--- config.mk ---
export PLATFORM = sky130hd
export DESIGN_NAME = cdl_ctrl
export DESIGN_NICKNAME = d
export VERILOG_FILES = /design/src/cdl_pkg.sv /design/src/cdl_ctrl.sv
export SDC_FILE = /design/constraint.sdc
export NUM_CORES = 1
export LEC_CHECK = 0
export BUFFER_PORTS_ARGS = -buffer_cell sky130_fd_sc_hd__buf_2
export CAP_MARGIN = 10
export CELL_PAD_IN_SITES_DETAIL_PLACEMENT = 2
export CELL_PAD_IN_SITES_GLOBAL_PLACEMENT = 2
export CORE_MARGIN = 8
export CORE_UTILIZATION = 31
export CTS_CLUSTER_SIZE = 14
export DETAILED_ROUTE_END_ITERATION = 10
export HOLD_SLACK_MARGIN = 0.06
export PLACE_DENSITY = 0.77
export SYNTH_ARGS = -nofsm -noshare
export SYNTH_HDL_FRONTEND = slang
export SYNTH_SLANG_ARGS = --single-unit
--- constraint.sdc ---
create_clock -name i_clk -period 2.1 [get_ports i_clk]
set_input_delay 0.315 -clock i_clk [delete_from_list [all_inputs] [get_ports i_clk]]
set_output_delay 0.315 -clock i_clk [all_outputs]
set_load 0.02 [all_outputs]
--- src/cdl_pkg.sv ---
`timescale 1ns / 1ps
// ----------------------------------------------------------------------------
// cdl_pkg
// Types, codes and defaults shared by the cursor linked list block.
// ----------------------------------------------------------------------------
package cdl_pkg;

    localparam int DEF_POOL_NODES = 256;
    localparam int DEF_COORD_BITS = 8;
    localparam int FUNC_W         = 4;

    typedef enum logic [FUNC_W-1:0] {
        F_CLEAR    = 4'd0,
        F_HEAD     = 4'd1,
        F_END      = 4'd2,
        F_NEXT     = 4'd3,
        F_PREV     = 4'd4,
        F_READ     = 4'd5,
        F_REMOVE   = 4'd6,
        F_INS_LEFT = 4'd7,
        F_INS_RGHT = 4'd8,
        F_APP_HEAD = 4'd9,
        F_APP_END  = 4'd10,
        F_SEARCH   = 4'd11
    } t_func;

    // datapath step commands
    typedef enum logic [3:0] {
        OP_NONE,
        OP_LOAD,
        OP_DEC,
        OP_STEP,
        OP_RM_LNK,
        OP_RM_FREE,
        OP_IN_CHK,
        OP_IN_RD,
        OP_IN_SET,
        OP_IN_LNK,
        OP_SR_RD,
        OP_SR_CMP,
        OP_OUT_RD,
        OP_OUT_SET
    } t_dp_op;

    typedef struct packed {
        t_dp_op op;
    } t_cmd;

    typedef struct packed {
        logic [FUNC_W-1:0] func;
        logic              cur_out;
        logic              ins_skip;
        logic              alloc_fail;
        logic              walk_end;
        logic              match;
    } t_stat;

endpackage

--- src/cdl_ctrl.sv ---
`timescale 1ns / 1ps
// ----------------------------------------------------------------------------
// cdl_ctrl
// Sequencer: steps one request through its memory cycles.
// ----------------------------------------------------------------------------
module cdl_ctrl (
    input  logic           i_clk,
    input  logic           i_rst_n,
    input  logic           i_in_valid,
    output logic           o_in_ready,
    output logic           o_out_valid,
    input  logic           i_out_ready,
    input  cdl_pkg::t_stat i_stat,
    output cdl_pkg::t_cmd  o_cmd
);
    import cdl_pkg::*;

    typedef enum logic [13:0] {
        S_IDLE     = 14'b00000000000001,
        S_DEC      = 14'b00000000000010,
        S_STEP     = 14'b00000000000100,
        S_RM_LNK   = 14'b00000000001000,
        S_RM_FREE  = 14'b00000000010000,
        S_IN_CHK   = 14'b00000000100000,
        S_IN_RD    = 14'b00000001000000,
        S_IN_SET   = 14'b00000010000000,
        S_IN_LNK   = 14'b00000100000000,
        S_SR_RD    = 14'b00001000000000,
        S_SR_CMP   = 14'b00010000000000,
        S_OUT_RD   = 14'b00100000000000,
        S_OUT_SET  = 14'b01000000000000,
        S_OUT_WAIT = 14'b10000000000000
    } t_state;

    t_state r_state, n_state;

    always_ff @(posedge i_clk) begin
        if (!i_rst_n) begin
            r_state <= S_IDLE;
        end else begin
            r_state <= n_state;
        end
    end

    always_comb begin
        n_state  = r_state;
        o_cmd.op = OP_NONE;
        unique case (r_state)
            S_IDLE: begin
                if (i_in_valid) begin
                    o_cmd.op = OP_LOAD;
                    n_state  = S_DEC;
                end
            end
            S_DEC: begin
                o_cmd.op = OP_DEC;
                case (i_stat.func)
                    F_NEXT, F_PREV: n_state = i_stat.cur_out ? S_OUT_RD : S_STEP;
                    F_REMOVE:       n_state = i_stat.cur_out ? S_OUT_RD : S_RM_LNK;
                    F_INS_LEFT, F_INS_RGHT, F_APP_HEAD, F_APP_END: n_state = S_IN_CHK;
                    F_SEARCH:       n_state = S_SR_RD;
                    default:        n_state = S_OUT_RD;
                endcase
            end
            S_STEP: begin
                o_cmd.op = OP_STEP;
                n_state  = S_OUT_RD;
            end
            S_RM_LNK: begin
                o_cmd.op = OP_RM_LNK;
                n_state  = S_RM_FREE;
            end
            S_RM_FREE: begin
                o_cmd.op = OP_RM_FREE;
                n_state  = S_OUT_RD;
            end
            S_IN_CHK: begin
                o_cmd.op = OP_IN_CHK;
                n_state  = (i_stat.ins_skip || i_stat.alloc_fail) ? S_OUT_RD : S_IN_RD;
            end
            S_IN_RD: begin
                o_cmd.op = OP_IN_RD;
                n_state  = S_IN_SET;
            end
            S_IN_SET: begin
                o_cmd.op = OP_IN_SET;
                n_state  = S_IN_LNK;
            end
            S_IN_LNK: begin
                o_cmd.op = OP_IN_LNK;
                n_state  = S_OUT_RD;
            end
            S_SR_RD: begin
                o_cmd.op = OP_SR_RD;
                n_state  = i_stat.walk_end ? S_OUT_RD : S_SR_CMP;
            end
            S_SR_CMP: begin
                o_cmd.op = OP_SR_CMP;
                n_state  = i_stat.match ? S_OUT_RD : S_SR_RD;
            end
            S_OUT_RD: begin
                o_cmd.op = OP_OUT_RD;
                n_state  = S_OUT_SET;
            end
            S_OUT_SET: begin
                o_cmd.op = OP_OUT_SET;
                n_state  = S_OUT_WAIT;
            end
            S_OUT_WAIT: begin
                if (i_out_ready) begin
                    n_state = S_IDLE;
                end
            end
            default: n_state = S_IDLE;
        endcase
    end

    assign o_in_ready  = (r_state == S_IDLE);
    assign o_out_valid = (r_state == S_OUT_WAIT);
endmodule

==> impl_summary.log <==
INFO  metric outcome = finished with violations
INFO  metric violations = negative setup slack
INFO  metric grt_antenna_before_repair = 1
INFO  metric finalCritPeriodShare = 106%
INFO  metric worstSetupStartpoint = r_state[12]
INFO  metric worst_hold_path.num_cells = 2
INFO  metric seq_area_frac_synth = approximately 27%
INFO  metric layout_commonest_cell = sky130_fd_sc_hd__buf_4
INFO  metric top_level_ports = 19
INFO  metric r2r_slack = around 0.020 ns
INFO  metric ys.warnings.count = 0
INFO  metric async_flop_share = 0%
INFO  metric largest_register_ffs = 14
INFO  metric die_width = roughly 74 um
INFO  metric top_register = r_state
INFO  metric post_synth_mux_area_share = around 1.9%
INFO  metric layout.nets = around 190
INFO  metric synth_ff_type = sky130_fd_sc_hd__dfxtp_1
INFO  metric synth_area_per_cell = about 8.1 um2
INFO  metric static-leakage-power = 0.653 nW
INFO  metric combPwrFrac = between 30% and 40%
INFO  metric cp_slowest_stage_delay = 0.39 ns
INFO  metric grt-ovfl-total = 0
INFO  metric worstSetupEndpointType = output pin
INFO  metric syn_inst = about 130
INFO  metric clock_latency = just under 0.3 ns
INFO  metric most-common-layout-cells = 32 x sky130_fd_sc_hd__buf_4, 13 x sky130_fd_sc_hd__buf_2, 9 x sky130_fd_sc_hd__nor2_1, 9 x sky130_fd_sc_hd__dfxtp_4, 8 x sky130_fd_sc_hd__nand2_1
INFO  metric timing.critical_path.cells = nor4_4 > buf_4 > nand3_2 > buf_4 > nor2_1 > buf_4
INFO  metric avgRoutedWirePerCell = ~25 um
INFO  metric yosys.area_share.simple = 43.2%
INFO  metric antenna_left = 0
INFO  metric slew_viol_final = 0
INFO  metric place.gp.congestion = 0.837
INFO  metric num_vias = 1251
INFO  metric report.final.setup_viol = 5
INFO  metric cp.arrival = 1.90 ns
INFO  metric placeableCoreArea = roughly 0.0033 mm2
INFO  metric post_drt_via_cell_ratio = between 5 and 6
INFO  metric worst_clock_skew = 0.00806 ns
INFO  metric final_area = around 0.0016 mm2
INFO  metric yosys.area_share.xor_xnor = under 10%
INFO  metric timing.critical_path.required = 1.78 ns
INFO  metric cts_root_buf = sky130_fd_sc_hd__clkbuf_4
INFO  metric post_synthesis_compound_gate_area_fraction = approximately 17%
INFO  metric holdBufCountCts = 0
INFO  metric post_route_cells_drive_above_1_share = between 50% and 60%
INFO  metric grt_pass1_vias = 1388
INFO  metric synth.lib_cells_used.distinct = 44
INFO  metric critical_path.startpoint_type = register
INFO  metric cts_inserted_buffers = 3
INFO  metric synth.net_count = between 100 and 150
INFO  metric tritoncts = built
INFO  metric multi_input_area = approximately 800 um2
INFO  metric main_combinational_cell_family_by_area_after_synthesis = simple AND/OR/NAND/NOR gates
INFO  metric synth_enable_flop_cells = 0
INFO  metric crit_top_cell = sky130_fd_sc_hd__buf_4
INFO  metric worst_pin_slew = ~0.52 ns
INFO  metric top_regs = r_state: 14 flops
INFO  metric crit-reg2reg-launch = r_state[0]
INFO  metric setup_repair_after_global_routing_missed_its_margin = yes
INFO  metric synth.cell_area = approximately 0.0010 mm2
INFO  metric worst-setup-path-type = register to output pin
INFO  metric final-hold-violation-count = 0
INFO  metric drt_first_pass_iters = 4
INFO  metric crit_slowest_cell = sky130_fd_sc_hd__dfxtp_4
INFO  metric placement_rows = 21
INFO  metric post-route-min-period = roughly 2.2 ns
INFO  metric max-vdd-ir-drop = approximately 0.2 mV
INFO  metric power_switching = 0.000213 W
INFO  metric grt_first_pass_wirelength = 7170 um
INFO  metric maximum_number_of_pins_on_one_net_before_global_route_repair = 12
INFO  metric maxClockFrequency = 451 MHz
INFO  metric totalPowerFinal = between 0.0006 and 0.0007 W
INFO  metric netSwitchingFraction = approximately a third
INFO  metric timing.critical_path.fanout_max = 6
INFO  metric yosys-top-cells-area = sky130_fd_sc_hd__dfxtp_1 27%, sky130_fd_sc_hd__nor4_4 6.1%, sky130_fd_sc_hd__buf_6 4.3%, sky130_fd_sc_hd__nor2_1 4.0%, sky130_fd_sc_hd__nand3_1 3.9%
INFO  metric finalNonFillerCells = 219
INFO  metric final_core_utilization = about half
INFO  metric depth_of_the_worst_register_to_register_path = 11
INFO  metric cts.sink_count = 14
INFO  metric clkPwrFrac = between 20% and 30%
INFO  metric area_leader_netlist = sky130_fd_sc_hd__dfxtp_1
INFO  metric synth.ff_latch_count = 14
INFO  metric placed_cells_incl_taps = 197
INFO  metric cell_internal_pwr = roughly 0.00043 W
INFO  metric die_height = 73.9 um
INFO  metric h-tree-depth = 1
INFO  metric maxSlewHeadroom = approximately two thirds
INFO  metric synthAdderAreaFrac = 0%
INFO  metric max_cap_viol_count = 0
INFO  metric finalWirelength = roughly 5400 um
INFO  metric yosysTopAreaCellShare = 27.0%
INFO  metric floorplan.die_area = approximately 0.0055 mm2
INFO  metric power_density = 405 mW/mm2
INFO  metric clk_pin_slew_worst_paths = 0.09 ns
INFO  metric start_util = a little under a third
INFO  metric ctsLongestPathBuffers = 2
INFO  metric final.setup.worst_slack = -0.116 ns
INFO  metric nFillCells = ~360
INFO  metric place.detailed.hpwl = 3030 um
INFO  metric grtUsageTotal = 17.5%
INFO  metric power.sequential.fraction = a little over two fifths
INFO  metric io_buffer_count = 18
INFO  metric worst_hold_path_type = input port to register
INFO  metric hold_start = i_stat[1]
INFO  metric placement.cell_area = 0.00123 mm2
INFO  metric layout.area.seq = about 320 um2
INFO  metric worst_hold_slack = 0.181 ns
INFO  metric first_drt_iteration_drcs = 53
INFO  metric drt_drc_violations_left = 0
INFO  metric area.growth.synth_to_final = 53.3%
[what timing repair did]
action                                  CTS  global route
gates cloned                              0             0
endpoints found under the setup margin    5             6
resized for setup                        27            31
pin swaps                                 6             9
buffers inserted                         10             8
[routing by layer]
layer,up-vias,track usage (%),routed length (um)
li1,566,-,-
met1,632,18.1,2220
met2,39,32.7,2800
met3,14,2.59,141
met4,0,9.09,212
met5,-,0,0
[stage by stage]
| stage | setup TNS [ns] | setup WS (ns) |
|---|---|---|
| 2_1_floorplan | 0 | 0.104 |
| 3_3_place_gp | 0 | 0.122 |
| 3_5_place_dp | 0 | 0.0733 |
| 4_1_cts | -0.0689 | -0.0545 |
| 5_1_grt | -0.667 | -0.196 |
| 6_report | -0.250 | -0.116 |
[worst max-delay path: cells and delay by family, from the launching register on]
| kind | cells | cell delay, ns |
|---|---|---|
| simple gates | 3 | 0.63 |
| buf+inv | 3 | 0.59 |
| flops | 1 | 0.39 |
[power by group through the flow]
stage               Sequential, W  Combinational (W)  Clock, W
floorplan                0.000279          0.0000867         0
global placement         0.000283           0.000130         0
detailed placement       0.000284           0.000136         0
CTS                      0.000277           0.000164  0.000163
global route             0.000271           0.000228  0.000178
finish                   0.000270           0.000213  0.000163
[Yosys cell counts (2+ instances only)]
cell / count
sky130_fd_sc_hd__dfxtp_1: 14
sky130_fd_sc_hd__nor2_1: 11
sky130_fd_sc_hd__nand2_1: 10
sky130_fd_sc_hd__nand3_1: 8
sky130_fd_sc_hd__nor3_1: 7
sky130_fd_sc_hd__and3_1: 6
sky130_fd_sc_hd__o21ai_0: 6
sky130_fd_sc_hd__buf_6: 4
sky130_fd_sc_hd__nor2b_1: 4
sky130_fd_sc_hd__nor4_1: 4
sky130_fd_sc_hd__a21oi_1: 3
sky130_fd_sc_hd__buf_2: 3
sky130_fd_sc_hd__inv_1: 3
sky130_fd_sc_hd__nor3b_1: 3
sky130_fd_sc_hd__nor4_4: 3
sky130_fd_sc_hd__o2111ai_1: 3
sky130_fd_sc_hd__xor2_1: 3
sky130_fd_sc_hd__mux2i_1: 2
sky130_fd_sc_hd__nand2b_1: 2
sky130_fd_sc_hd__nand4_1: 2
sky130_fd_sc_hd__nor4b_1: 2
sky130_fd_sc_hd__o21a_1: 2
sky130_fd_sc_hd__o21ai_1: 2
[final timing paths]
kind | end
setup / recovery | o_in_ready
hold / removal | r_state[10]
setup reg to reg | r_state[0]
hold reg to reg | r_state[12]
[cell type report]
| type | instances | share of cell area (%) |
|---|---|---|
| Inverter | 3 | 0.706 |
| Multi-Input combinational cell | 103 | 51.7 |
| Sequential cell | 14 | 19.9 |
| Timing Repair Buffer | 49 | 22.5 |
| Tap cell | 46 | 3.61 |
| Clock buffer | 3 | 1.41 |
| Antenna cell | 1 | 0.157 |
[logic make-up (layout without fill, tap and decap cells)]
| group | after synthesis | in the layout |
|---|---|---|
| and+or+nand+nor | 71 | 71 |
| DFF | 14 | 14 |
| muxes | 2 | 2 |
| other | 0 | 1 |
| AOI/OAI and AO/OA | 26 | 26 |
| buffers and inverters | 11 | 55 |
| xor gates and xnor gates | 4 | 4 |
(Power assumes the default switching activity.)
